`config.mk`:
```
export PLATFORM = sky130hd
export DESIGN_NAME = modular_arithmetic_unit_flat
export DESIGN_NICKNAME = d
export VERILOG_FILES = /design/src/sv/mau_pkg.sv /design/src/sv/mau_if.sv /design/src/sv/mau_reduce.sv /design/src/sv/mau_mulser.sv /design/src/sv/modular_arithmetic_unit.sv /design/src/flat_wrapper.sv
export SDC_FILE = /design/constraint.sdc
export NUM_CORES = 2
export LEC_CHECK = 0
export BUFFER_PORTS_ARGS = -buffer_cell sky130_fd_sc_hd__buf_4
export CELL_PAD_IN_SITES_DETAIL_PLACEMENT = 1
export CELL_PAD_IN_SITES_GLOBAL_PLACEMENT = 2
export CORE_ASPECT_RATIO = 1.1
export CORE_MARGIN = 5
export CORE_UTILIZATION = 43
export CTS_CLUSTER_DIAMETER = 200
export DETAILED_ROUTE_END_ITERATION = 8
export HOLD_SLACK_MARGIN = 0.06
export PLACE_DENSITY_LB_ADDON = 0.1
export SLEW_MARGIN = 20
export SYNTH_ARGS = -nofsm -noshare
export SYNTH_HDL_FRONTEND = slang
export SYNTH_SLANG_ARGS = --single-unit
```
`constraint.sdc`:
```
create_clock -name clk -period 15.4 [get_ports clk]
set_input_delay 1.54 -clock clk [delete_from_list [all_inputs] [get_ports clk]]
set_output_delay 1.54 -clock clk [all_outputs]
set_load 0.05 [all_outputs]
```
`src/sv/mau_pkg.sv`:
```
// shared types and constants for the modular arithmetic unit
// no dependencies; compiled first
package mau_pkg;

    localparam int OPCODE_WIDTH = 3;

    typedef enum logic [OPCODE_WIDTH-1:0] {
        OP_ADD = 3'd0,
        OP_SUB = 3'd1,
        OP_MUL = 3'd2,
        OP_POW = 3'd3,
        OP_INV = 3'd4,
        OP_DIV = 3'd5
    } opcode_t;

    typedef enum logic [2:0] {
        S_IDLE,
        S_REDUCE,
        S_SELECT,
        S_POW_STEP,
        S_POW_WAIT,
        S_MUL_WAIT,
        S_FINISH
    } state_t;

endpackage

```
`src/sv/mau_if.sv`:
```
// valid/ready channel interfaces for request and response of the unit
// depends on mau_pkg
interface mau_in_if #(
    parameter int VALUE_WIDTH = 31,
    parameter int EXP_WIDTH   = 63
);
    import mau_pkg::*;

    logic                    valid;
    logic                    ready;
    logic [OPCODE_WIDTH-1:0] opcode;
    logic [VALUE_WIDTH-1:0]  operand_a;
    logic [VALUE_WIDTH-1:0]  operand_b;
    logic [EXP_WIDTH-1:0]    exponent;

    modport source (output valid, output opcode, output operand_a, output operand_b,
                    output exponent, input ready);
    modport sink   (input valid, input opcode, input operand_a, input operand_b,
                    input exponent, output ready);
endinterface

interface mau_out_if #(
    parameter int VALUE_WIDTH = 31
);
    logic                   valid;
    logic                   ready;
    logic [VALUE_WIDTH-1:0] result;

    modport source (output valid, output result, input ready);
    modport sink   (input valid, input result, output ready);
endinterface

```
`src/sv/mau_reduce.sv`:
```
// bit-serial remainder: value mod modulus, one value bit per cycle, msb first
// no package dependencies
module mau_reduce #(
    parameter int VALUE_WIDTH = 31
) (
    input  logic                   clk,
    input  logic                   rst_n,
    input  logic                   start,
    input  logic [VALUE_WIDTH-1:0] value,
    input  logic [VALUE_WIDTH-1:0] modulus,
    output logic                   busy,
    output logic [VALUE_WIDTH-1:0] rem
);
    localparam int CW = $clog2(VALUE_WIDTH + 1);

    logic [CW-1:0]          cnt_reg, cnt_next;
    logic [VALUE_WIDTH-1:0] shift_reg, shift_next;
    logic [VALUE_WIDTH-1:0] rem_reg, rem_next;
    logic [VALUE_WIDTH:0]   trial;

    always_comb
    begin
        cnt_next   = cnt_reg;
        shift_next = shift_reg;
        rem_next   = rem_reg;
        trial      = {rem_reg, shift_reg[VALUE_WIDTH-1]};
        if (trial >= {1'b0, modulus})
        begin
            trial = trial - {1'b0, modulus};
        end
        if (start)
        begin
            cnt_next   = CW'(VALUE_WIDTH);
            shift_next = value;
            rem_next   = '0;
        end
        else if (cnt_reg != '0)
        begin
            cnt_next   = cnt_reg - CW'(1);
            shift_next = {shift_reg[VALUE_WIDTH-2:0], 1'b0};
            rem_next   = trial[VALUE_WIDTH-1:0];
        end
    end

    always_ff @(posedge clk or negedge rst_n)
    begin
        if (!rst_n)
        begin
            cnt_reg <= '0;
        end
        else
        begin
            cnt_reg <= cnt_next;
        end
    end

    always_ff @(posedge clk)
    begin
        shift_reg <= shift_next;
        rem_reg   <= rem_next;
    end

    assign busy = (cnt_reg != '0);
    assign rem  = rem_reg;
endmodule

```
`src/sv/mau_mulser.sv`:
```
// bit-serial modular multiplier, msb first over y: double, then add x
// each y bit has a doubling phase and an adding phase; inputs must already lie below the modulus
module mau_mulser #(
    parameter int VALUE_WIDTH = 31
) (
    input  logic                   clk,
    input  logic                   rst_n,
    input  logic                   start,
    input  logic [VALUE_WIDTH-1:0] x,
    input  logic [VALUE_WIDTH-1:0] y,
    input  logic [VALUE_WIDTH-1:0] modulus,
    output logic                   busy,
    output logic [VALUE_WIDTH-1:0] prod
);
    localparam int CW = $clog2(VALUE_WIDTH + 1);

    logic [CW-1:0]          cnt_reg, cnt_next;
    logic                   phase_reg, phase_next;
    logic [VALUE_WIDTH-1:0] x_reg, x_next;
    logic [VALUE_WIDTH-1:0] y_reg, y_next;
    logic [VALUE_WIDTH-1:0] acc_reg, acc_next;
    logic [VALUE_WIDTH:0]   t;

    always_comb
    begin
        cnt_next   = cnt_reg;
        phase_next = phase_reg;
        x_next     = x_reg;
        y_next     = y_reg;
        acc_next   = acc_reg;
        // phase 0 doubles, phase 1 adds x when the current y bit is set
        if (!phase_reg)
        begin
            t = {acc_reg, 1'b0};
        end
        else if (y_reg[VALUE_WIDTH-1])
        begin
            t = {1'b0, acc_reg} + {1'b0, x_reg};
        end
        else
        begin
            t = {1'b0, acc_reg};
        end
        if (t >= {1'b0, modulus})
        begin
            t = t - {1'b0, modulus};
        end
        if (start)
        begin
            cnt_next   = CW'(VALUE_WIDTH);
            phase_next = 1'b0;
            x_next     = x;
            y_next     = y;
            acc_next   = '0;
        end
        else if (cnt_reg != '0)
        begin
            acc_next   = t[VALUE_WIDTH-1:0];
            phase_next = !phase_reg;
            if (phase_reg)
            begin
                y_next   = {y_reg[VALUE_WIDTH-2:0], 1'b0};
                cnt_next = cnt_reg - CW'(1);
            end
        end
    end

    always_ff @(posedge clk or negedge rst_n)
    begin
        if (!rst_n)
        begin
            cnt_reg   <= '0;
            phase_reg <= 1'b0;
        end
        else
        begin
            cnt_reg   <= cnt_next;
            phase_reg <= phase_next;
        end
    end

    always_ff @(posedge clk)
    begin
        x_reg   <= x_next;
        y_reg   <= y_next;
        acc_reg <= acc_next;
    end

    assign busy = (cnt_reg != '0);
    assign prod = acc_reg;
endmodule

```
`src/sv/modular_arithmetic_unit.sv`:
```
// top level of the modular arithmetic unit: control sequencer, modulus register
// depends on mau_pkg, mau_if, mau_reduce and mau_mulser
//
// One request at a time. Both operands are first reduced by bit-serial
// remainder units; add and subtract then finish. Multiply runs the
// bit-serial multiplier. Power steps through the exponent bits up to the
// highest set one; square and multiply of each step run on two multipliers
// side by side. Inverse is a power with exponent modulus-2, divide adds one
// multiply after it. A new request is taken while the previous result waits
// in the output register. The user must see that the modulus is written only
// while the unit is idle; the unit does not enforce it. A modulus below two
// makes every result zero.
module modular_arithmetic_unit #(
    parameter int VALUE_WIDTH = 31,
    parameter int EXP_WIDTH   = 63
) (
    input  logic                   clk,
    input  logic                   rst_n,
    input  logic                   modulus_we,
    input  logic [VALUE_WIDTH-1:0] modulus_wdata,
    mau_in_if.sink                 request,
    mau_out_if.source              response
);
    import mau_pkg::*;

    localparam int XW = (EXP_WIDTH > VALUE_WIDTH) ? EXP_WIDTH : VALUE_WIDTH;
    localparam logic [63:0] MOD_RESET_FULL = 64'd1000000007;

    state_t                 state_reg, state_next;
    opcode_t                op_reg, op_next;
    logic [XW-1:0]          exp_reg, exp_next;
    logic [VALUE_WIDTH-1:0] base_reg, base_next;
    logic [VALUE_WIDTH-1:0] acc_reg, acc_next;
    logic [VALUE_WIDTH-1:0] res_reg, res_next;
    logic                   out_valid_reg, out_valid_next;
    logic [VALUE_WIDTH-1:0] out_result_reg, out_result_next;
    logic [VALUE_WIDTH-1:0] modulus_reg;

    logic                   red_start;
    logic                   red_a_busy, red_b_busy;
    logic [VALUE_WIDTH-1:0] red_a, red_b;
    logic                   mul_a_start, mul_b_start;
    logic                   mul_a_busy, mul_b_busy;
    logic [VALUE_WIDTH-1:0] mul_a_x, mul_a_y;
    logic [VALUE_WIDTH-1:0] mul_a_prod, mul_b_prod;
    logic [VALUE_WIDTH:0]   sum, diff;

    mau_reduce #(.VALUE_WIDTH(VALUE_WIDTH)) u_reduce_a (
        .clk     (clk),
        .rst_n   (rst_n),
        .start   (red_start),
        .value   (request.operand_a),
        .modulus (modulus_reg),
        .busy    (red_a_busy),
        .rem     (red_a)
    );

    mau_reduce #(.VALUE_WIDTH(VALUE_WIDTH)) u_reduce_b (
        .clk     (clk),
        .rst_n   (rst_n),
        .start   (red_start),
        .value   (request.operand_b),
        .modulus (modulus_reg),
        .busy    (red_b_busy),
        .rem     (red_b)
    );

    mau_mulser #(.VALUE_WIDTH(VALUE_WIDTH)) u_mul_a (
        .clk     (clk),
        .rst_n   (rst_n),
        .start   (mul_a_start),
        .x       (mul_a_x),
        .y       (mul_a_y),
        .modulus (modulus_reg),
        .busy    (mul_a_busy),
        .prod    (mul_a_prod)
    );

    // squaring unit of the power loop
    mau_mulser #(.VALUE_WIDTH(VALUE_WIDTH)) u_mul_b (
        .clk     (clk),
        .rst_n   (rst_n),
        .start   (mul_b_start),
        .x       (base_reg),
        .y       (base_reg),
        .modulus (modulus_reg),
        .busy    (mul_b_busy),
        .prod    (mul_b_prod)
    );

    assign request.ready   = (state_reg == S_IDLE);
    assign response.valid  = out_valid_reg;
    assign response.result = out_result_reg;

    assign sum  = {1'b0, red_a} + {1'b0, red_b};
    assign diff = {1'b0, red_a} + {1'b0, modulus_reg} - {1'b0, red_b};

    always_comb
    begin
        state_next      = state_reg;
        op_next         = op_reg;
        exp_next        = exp_reg;
        base_next       = base_reg;
        acc_next        = acc_reg;
        res_next        = res_reg;
        out_valid_next  = out_valid_reg;
        out_result_next = out_result_reg;
        red_start       = 1'b0;
        mul_a_start     = 1'b0;
        mul_b_start     = 1'b0;
        mul_a_x         = red_a;
        mul_a_y         = red_b;

        if (response.ready)
        begin
            out_valid_next = 1'b0;
        end

        case (state_reg)
            S_IDLE:
            begin
                if (request.valid)
                begin
                    op_next  = opcode_t'(request.opcode);
                    exp_next = XW'(request.exponent);
                    if (modulus_reg < VALUE_WIDTH'(2))
                    begin
                        res_next   = '0;
                        state_next = S_FINISH;
                    end
                    else
                    begin
                        red_start  = 1'b1;
                        state_next = S_REDUCE;
                    end
                end
            end
            S_REDUCE:
            begin
                if (!red_a_busy && !red_b_busy)
                begin
                    state_next = S_SELECT;
                end
            end
            S_SELECT:
            begin
                acc_next = VALUE_WIDTH'(1);
                case (op_reg)
                    OP_ADD:
                    begin
                        if (sum >= {1'b0, modulus_reg})
                        begin
                            res_next = VALUE_WIDTH'(sum - {1'b0, modulus_reg});
                        end
                        else
                        begin
                            res_next = sum[VALUE_WIDTH-1:0];
                        end
                        state_next = S_FINISH;
                    end
                    OP_SUB:
                    begin
                        if (red_a >= red_b)
                        begin
                            res_next = red_a - red_b;
                        end
                        else
                        begin
                            res_next = diff[VALUE_WIDTH-1:0];
                        end
                        state_next = S_FINISH;
                    end
                    OP_MUL:
                    begin
                        mul_a_start = 1'b1;
                        state_next  = S_MUL_WAIT;
                    end
                    OP_POW:
                    begin
                        base_next  = red_a;
                        state_next = S_POW_STEP;
                    end
                    OP_INV:
                    begin
                        if (red_a == '0)
                        begin
                            res_next   = '0;
                            state_next = S_FINISH;
                        end
                        else
                        begin
                            base_next  = red_a;
                            exp_next   = XW'(modulus_reg - VALUE_WIDTH'(2));
                            state_next = S_POW_STEP;
                        end
                    end
                    OP_DIV:
                    begin
                        if (red_b == '0)
                        begin
                            res_next   = '0;
                            state_next = S_FINISH;
                        end
                        else
                        begin
                            base_next  = red_b;
                            exp_next   = XW'(modulus_reg - VALUE_WIDTH'(2));
                            state_next = S_POW_STEP;
                        end
                    end
                    default:
                    begin
                        res_next   = '0;
                        state_next = S_FINISH;
                    end
                endcase
            end
            S_POW_STEP:
            begin
                mul_a_x = acc_reg;
                mul_a_y = base_reg;
                if (exp_reg == '0)
                begin
                    if (op_reg == OP_DIV)
                    begin
                        // a times the inverse of b
                        mul_a_x     = red_a;
                        mul_a_y     = acc_reg;
                        mul_a_start = 1'b1;
                        state_next  = S_MUL_WAIT;
                    end
                    else
                    begin
                        res_next   = acc_reg;
                        state_next = S_FINISH;
                    end
                end
                else
                begin
                    mul_a_start = 1'b1;
                    mul_b_start = 1'b1;
                    state_next  = S_POW_WAIT;
                end
            end
            S_POW_WAIT:
            begin
                if (!mul_a_busy && !mul_b_busy)
                begin
                    if (exp_reg[0])
                    begin
                        acc_next = mul_a_prod;
                    end
                    base_next  = mul_b_prod;
                    exp_next   = exp_reg >> 1;
                    state_next = S_POW_STEP;
                end
            end
            S_MUL_WAIT:
            begin
                if (!mul_a_busy)
                begin
                    res_next   = mul_a_prod;
                    state_next = S_FINISH;
                end
            end
            S_FINISH:
            begin
                // output slot is free or being emptied by this transfer
                if (!out_valid_reg || response.ready)
                begin
                    out_valid_next  = 1'b1;
                    out_result_next = res_reg;
                    state_next      = S_IDLE;
                end
            end
            default:
            begin
                state_next = S_IDLE;
            end
        endcase
    end

    always_ff @(posedge clk or negedge rst_n)
    begin
        if (!rst_n)
        begin
            state_reg     <= S_IDLE;
            out_valid_reg <= 1'b0;
            modulus_reg   <= MOD_RESET_FULL[VALUE_WIDTH-1:0];
        end
        else
        begin
            state_reg     <= state_next;
            out_valid_reg <= out_valid_next;
            if (modulus_we)
            begin
                modulus_reg <= modulus_wdata;
            end
        end
    end

    always_ff @(posedge clk)
    begin
        op_reg         <= op_next;
        exp_reg        <= exp_next;
        base_reg       <= base_next;
        acc_reg        <= acc_next;
        res_reg        <= res_next;
        out_result_reg <= out_result_next;
    end
endmodule
```
`src/flat_wrapper.sv`:
```
// flat-port wrapper written by rule: the top's interface ports become plain ports
module modular_arithmetic_unit_flat import mau_pkg::*;
#(
    parameter int VALUE_WIDTH = 31,
    parameter int EXP_WIDTH   = 63
)
  (clk, rst_n, modulus_we, modulus_wdata, request_valid, request_opcode, request_operand_a, request_operand_b, request_exponent, request_ready, response_valid, response_result, response_ready);
  mau_in_if #(.VALUE_WIDTH(VALUE_WIDTH), .EXP_WIDTH(EXP_WIDTH)) request_i ();
  mau_out_if #(.VALUE_WIDTH(VALUE_WIDTH)) response_i ();
  input  logic clk;
  input  logic rst_n;
  input  logic modulus_we;
  input  logic [VALUE_WIDTH-1:0] modulus_wdata;
  input wire logic [$bits(request_i.valid)-1:0] request_valid;
  input wire logic [$bits(request_i.opcode)-1:0] request_opcode;
  input wire logic [$bits(request_i.operand_a)-1:0] request_operand_a;
  input wire logic [$bits(request_i.operand_b)-1:0] request_operand_b;
  input wire logic [$bits(request_i.exponent)-1:0] request_exponent;
  output wire logic [$bits(request_i.ready)-1:0] request_ready;
  output wire logic [$bits(response_i.valid)-1:0] response_valid;
  output wire logic [$bits(response_i.result)-1:0] response_result;
  input wire logic [$bits(response_i.ready)-1:0] response_ready;
  assign request_i.valid = request_valid;
  assign request_i.opcode = request_opcode;
  assign request_i.operand_a = request_operand_a;
  assign request_i.operand_b = request_operand_b;
  assign request_i.exponent = request_exponent;
  assign request_ready = request_i.ready;
  assign response_valid = response_i.valid;
  assign response_result = response_i.result;
  assign response_i.ready = response_ready;
  modular_arithmetic_unit #(.VALUE_WIDTH(VALUE_WIDTH), .EXP_WIDTH(EXP_WIDTH)) u_core (.clk(clk), .rst_n(rst_n), .modulus_we(modulus_we), .modulus_wdata(modulus_wdata), .request(request_i), .response(response_i));
endmodule
```
# Yosys cells after proc, flatten, opt, wreduce, memory -nomap -nowiden
# Index checks and enable logic that the tools add are counted.
# W data, S select, Z words.
[totals]
register_bits = 557
romBits = 0
elab_cells = 200
output_inout_bits = 33
latch_bits = 0
ram_bits = 0
n_memories = 0
in_bits = 164
[classes]
div_mod_pow = 0
n_mux = 87
shift = 0
n_mul = 0
n_bitwise = 0
eq_ne = 27
n_lt_le_gt_ge = 7
add_sub_neg = 16
reduce_logical = 38
[ops]
columns = ["cell", "n"]
rows = [
  ["$mux W31", 34],
  ["$mux W63", 4],
  ["$sub A31 B31 Y31", 7],
  ["$pmux W63 S3", 1],
  ["$ge A32 B31 Y1", 5],
  ["$pmux W31 S5", 1],
  ["$mux W32", 4],
  ["$pmux W63 S2", 1],
  ["$pmux W31 S2", 2],
  ["$pmux W31 S4", 1],
  ["$add A31 B31 Y32", 3],
  ["$pmux W31 S3", 1],
  ["$logic_not A63 Y1", 1],
  ["$logic_not A31 Y1", 2],
  ["$mux W5", 10],
  ["$sub A31 B2 Y32 const B", 1],
  ["$add A31 B31 Y31", 1],
  ["$ge A31 B31 Y1", 1],
  ["$lt A31 B2 Y1 const B", 1],
  ["$mux W3", 8],
  ["$pmux W3 S7", 1],
  ["$reduce_bool A5 Y1", 4],
  ["$sub A5 B1 Y5 const B", 4],
  ["$eq A3 B3 Y1 const B", 5],
  ["24 further kinds", 72],
]

# Logic depth before layout (Yosys ltp)
[logic_depth]
depth_word = 6
depth_mapped = 26
depth_no_buf = 24

# Hierarchy
# From an unflattened synthesis, not the netlist that was laid out.
[unflattened]
hier_cells = 5141
hier_area_um2 = 45546.2
[modules_own_cells]
columns = ["module", "seq_area_each_um2", "instances", "area_per_inst_um2", "cells_per_inst"]
rows = [
  ["modular_arithmetic_unit", 6601.3, 1, 19887.8, 2303],
  ["mau_reduce", 1676.6, 2, 4812.1, 533],
  ["mau_mulser (u_core.u_mul_a)", 2632.5, 1, 8221.6, 910],
  ["mau_mulser (u_core.u_mul_b)", 2632.5, 1, 7812.5, 862],
]

# Worst setup path before layout
# Ideal clock, no wire load.
[synth_timing]
path_type = "flip-flop to flip-flop"
from = "register u_core.u_mul_a.cnt_reg[0]"
to = "register u_core.exp_reg[0], enable pin"
setup_time_ns = 0.639
stages_incl_launch_ff = 8
path_buffers = 1
synth_period_minus_slack_ns = 8.289
path_slack_ns = 7.111
arrival_ns = 7.650
required_ns = 14.761
path_cell_list = "dfrtp_1 inv_1 ha_1 or4b_2 clkbuf_1 o21ai_0 o21ai_0 nor4_1"
[synth_via]
elab_chain_cells = 5
[synth_rtl]
columns = ["element", "line_no", "rtl"]
rows = [
  ["start: declaration", "mau_mulser.sv:17", "logic [CW-1:0] cnt_reg, cnt_next;"],
  ["start signal: assignment", "mau_mulser.sv:77", "cnt_reg <= cnt_next;"],
  ["$reduce_bool A5 Y1", "mau_mulser.sv:89", "assign busy = (cnt_reg != '0);"],
  ["$logic_not A1 Y1", "modular_arithmetic_unit.sv:247", "if (!mul_a_busy && !mul_b_busy)"],
  ["$logic_and A1 B1 Y1", "modular_arithmetic_unit.sv:247", ""],
  ["$ne A2 B1 Y1 (no line)", "-", ""],
  ["$reduce_and A6 Y1 (no line)", "-", ""],
  ["end signal: assignment", "modular_arithmetic_unit.sv:305", "exp_reg <= exp_next;"],
  ["end: declaration", "modular_arithmetic_unit.sv:31", "logic [XW-1:0] exp_reg, exp_next;"],
]
# Every way passes these cells.
# A chain may end at the register's enable or synchronous reset.

# Worst setup path after layout
[layout_timing]
from = "register u_core.u_reduce_b.rem_reg[1], in the netlist u_core.u_reduce_b.rem[1]"
to = "register u_core.res_reg[20], data pin"
[layout_via]
elab_chain_cells = 5
elab_cells_between_ends = 10
classes_between = "4 x add/sub; 2 x order compare; 4 x mux"
[layout_rtl]
columns = ["element", "line_no", "rtl"]
rows = [
  ["start: declaration", "mau_reduce.sv:18", "logic [VALUE_WIDTH-1:0] rem_reg, rem_next;"],
  ["start signal: assignment", "mau_reduce.sv:60", "rem_reg <= rem_next;"],
  ["$add A31 B31 Y32", "modular_arithmetic_unit.sv:95", "assign sum = {1'b0, red_a} + {1'b0, red_b};"],
  ["$sub A31 B31 Y31 or $ge A32 B31 Y1 (tied branches)", "modular_arithmetic_unit.sv:153, modular_arithmetic_unit.sv:151", ""],
  ["$mux W31", "modular_arithmetic_unit.sv:151", "if (sum >= {1'b0, modulus_reg})"],
  ["$pmux W31 S5 (*)", "modular_arithmetic_unit.sv:148", "case (op_reg)"],
  ["$pmux W31 S4 (*)", "modular_arithmetic_unit.sv:119", "case (state_reg)"],
  ["net u_core.res_next[20]", "modular_arithmetic_unit.sv:34", "logic [VALUE_WIDTH-1:0] res_reg, res_next;"],
  ["end signal: assignment", "modular_arithmetic_unit.sv:308", "res_reg <= res_next;"],
  ["end: declaration", "modular_arithmetic_unit.sv:34", ""],
]
# Mark *: on every way through the listed nets, which the timed path passes. The rest lies on a longest branch.

==> flow_metrics.py <==
metrics = {
    "status": {
        "outcome": "complete, no violations",
    },
    "setup_path": {
        "critPathMaxFanout": 23,
        "max_stage_delay_ns": 0.96,
        "crit_arrival_ns": 8.61,
        "critical_path.cell_chain": "inv_1 > ha_1 > nor2b_1 > o311ai_0 > a2111oi_0 > o211ai_1 > a21oi_1 > a21boi_0 > nor3_1 > nor4_1 > or2_2 > ha_1 > nand4_1 > or4_1 > nor2_1 > a31oi_1 > nand2b_1 > nor2_1 > o311ai_4 > buf_4 > mux2_2 > a221oi_1 > a21oi_1",
        "worstPathRequired_ns": 15.79,
        "worst-path-buf-inv": 2,
        "reg2reg_from": "u_core.u_reduce_b.rem[1]",
        "start_kind": "flop",
        "cp_slowest_cell": "a2111oi_0",
        "setup.worst_path.end_class": "flop",
        "crit_family": "compound AO/OA/AOI/OAI gates",
        "worstSetupPathType": "reg -> reg",
        "critPathLaunch": "u_core.u_reduce_b.rem[1]",
    },
    "sta": {
        "period_share_pct": 53.4,
        "setup_viol": 0,
        "relSlewSlack_pct": 19.5,
        "rsz0062_at_grt": "false",
        "drv_slew": 0,
        "fin_ws_ns": 7.18,
        "tns_ns": 0,
        "worst_pin_slew_ns": 1.21,
        "hold_violations": 0,
        "fin_crit_ns": 8.22,
        "max_freq_ghz": 0.122,
        "finClkSkew_ns": 0.0244,
    },
    "logic_synthesis": {
        "synth_fa_ha_area_share_pct": 11.0,
        "yosysWarnings": 0,
        "ys.flop_type": "edfxtp_1",
        "synthArstFlopShare_pct": 10.2,
        "syn_area_um2": 43200,
        "synth_top_family_by_area": "compound AO/OA/AOI/OAI gates",
        "yosysSeqAreaShare_pct": 35.2,
        "synth_edf_count": 376,
        "muxShareOfSynthArea_pct": 3.94,
        "synth_fp_nets": 5526,
        "synth_compound_area_share_pct": 23.3,
        "synthSimpleGateAreaFrac_pct": 16.4,
        "synthCells": 5004,
        "yosys.area_share.xor_xnor_pct": 5.54,
        "avgSynthCellArea_um2": 8.63,
        "yosysUniqueCellTypes": 90,
        "synth_seq_cells": 557,
    },
    "clock_network": {
        "postCtsSetupBuffers": 0,
        "holdBufCountCts": 0,
        "clock_latency_ns": 0.66,
        "root_buffer": "clkbuf_16",
        "htree_num_levels": 3,
        "clk_path_buf_depth": 3,
        "cts_tree": "built",
        "cts_resized": 0,
        "cts_buffers": 70,
        "clkTransAtPathRegs_ns": 0.05,
        "clock_sinks": 557,
    },
    "floorplan": {
        "dieArea_um2": 107000,
        "core.rowCount": 122,
        "initial_core_util_pct": 43.1,
        "io_pins": 197,
        "coreArea_um2": 100000,
        "die_w_um": 312,
        "die_h_um": 342,
    },
    "placed_design": {
        "dp_hpwl_mm": 151,
        "gp_congestion": 1.02,
        "io_buffers": 196,
        "pre_cts_ws_ns": 7.30,
        "place_area_um2": 46200,
    },
    "layout": {
        "finish.utilization_pct": 48.4,
        "area_growth_pct": 12.3,
        "layout-drive-gt1-share_pct": 10.1,
        "postLayoutCellArea_um2": 48500,
        "largest_reg_flops": 63,
        "final_nets": 5637,
    },
    "routing": {
        "post_drt_wl_per_cell_um": 29.8,
        "vias": 40400,
        "wl_mm": 193,
        "drcViolationCount": 0,
        "ant_nets": 0,
        "firstDrtPassIters": 8,
        "viasPerCell": 6.24,
        "dr.first_iter.drc_count": 3598,
    },
    "grt": {
        "grt_pass1_vias": 40100,
        "grt_max_degree": 83,
        "gr-total-overflow": 0,
        "antenna_found_initial": 14,
        "grt_pass1_wl_mm": 277,
        "grtUsageTotal_pct": 34.9,
    },
    "hold_path": {
        "hold_start": "u_core.res_reg[16]",
        "min_path_type": "reg -> reg",
    },
    "flow_run": {
        "cap_violations": 0,
    },
}
[worst paths after layout]
path	slack, ns	end	cells past startpoint
max	7.18	u_core.res_reg[20]	23
min	0.42	u_core.response.result[16]	0
max reg2reg	7.18	u_core.res_reg[20]	23
min reg2reg	0.42	u_core.response.result[16]	0
max in group asynchronous	13.53	u_core.u_mul_b.cnt_reg[4]	2
min in group asynchronous	0.80	u_core.u_reduce_a.cnt_reg[0]	1
[cell families (layout without fill, tap and decap cells)]
group,Yosys count,count (layout)
and+or+nand+nor,1549,1549
buffers and inverters,511,677
other,0,6
adders and majority gates,358,358
AOI/OAI and AO/OA,1591,1591
DFF,557,557
xor gates and xnor gates,273,273
muxes,165,165
[worst reg2reg max path: cells and delay by family (launching register included)]
family,cells,cell delay [ns]
mux,1,0.41
flops,1,0.54
simple gates,9,2.09
compound gates,9,3.53
buf+inv,2,0.64
fa+ha+maj,2,0.78
[synth_stat cells, types with 14 or more instances]
cell type	number	area share, %
xor2_1	88	1.8
a21o_1	125	2.2
and2_1	50	0.72
xnor2_1	185	3.8
buf_1	15	0.13
a222oi_1	14	0.32
nand2_1	598	5.2
buf_2	22	0.25
nor2b_1	38	0.55
clkbuf_1	216	1.9
a21oi_1	421	4.9
nor3_1	108	1.3
ha_1	319	9.2
inv_1	253	2.2
mux2i_1	125	2.9
edfxtp_1	376	26
nand2b_1	43	0.62
or2_2	17	0.25
mux2_2	40	1.0
nand4_1	41	0.59
o21a_1	44	0.76
fa_1	39	1.8
o21bai_1	39	0.68
a22oi_1	67	1.2
dfxtp_1	124	5.7
and3_1	40	0.58
nand3_1	71	0.82
a211oi_1	141	2.5
dfstp_2	16	0.97
o31ai_1	24	0.42
o21ai_0	421	4.9
a31oi_1	48	0.70
nor4_1	54	0.78
dfrtp_1	41	2.4
a21boi_0	21	0.37
or3_1	25	0.36
o221ai_1	19	0.39
o211ai_1	42	0.73
nor2_1	413	3.6
[metal layers]
| layer | GRT usage [%] | share of wire, % | vias to the layer above |
|---|---|---|---|
| li1 | - | - | 18500 |
| met1 | 45.0 | 42 | 20200 |
| met2 | 57.2 | 46 | 1362 |
| met3 | 4.74 | 5.9 | 375 |
| met4 | 19.0 | 6.4 | 6 |
| met5 | 0 | 0.029 | - |
[cell type report]
type                       instances  area [um2]
sequential                       557       15200
tap                             1302        1630
clock inverter                    26         244
timing repair buffer             295        2230
fill                           11700       51600
inverter                         255         957
antenna                            6        15.0
clock buffer                     101        2000
multi-input combinational       3936       26200
[metrics by stage]
step | std cells | hold slack, ns
2_1_floorplan | 5004 | 0.400
3_3_place_gp | 6344 | 0.404
3_5_place_dp | 6344 | 0.406
4_1_cts | 6471 | 0.419
5_1_grt | 6475 | 0.425
6_report | 6478 | 0.418
[cell usage in the layout, fill, tap and decap left out, types with 70 or more instances in the layout]
master     netlist  routed
a21oi_1        421     420
edfxtp_1       376     376
a21o_1         125     125
buf_4            0     294
mux2i_1        125     125
nor3_1         108     104
clkbuf_16        0      74
dfxtp_1        124     124
xnor2_1        185     185
ha_1           319     319
nand2_1        598     595
xor2_1          88      88
o21ai_0        421     419
inv_1          253     253
a211oi_1       141     140
nand3_1         71      70
nor2_1         413     411
Power is left out: the tool's default activity adds up to more than one toggle a clock period on the data nets, which glitch-free logic cannot reach.
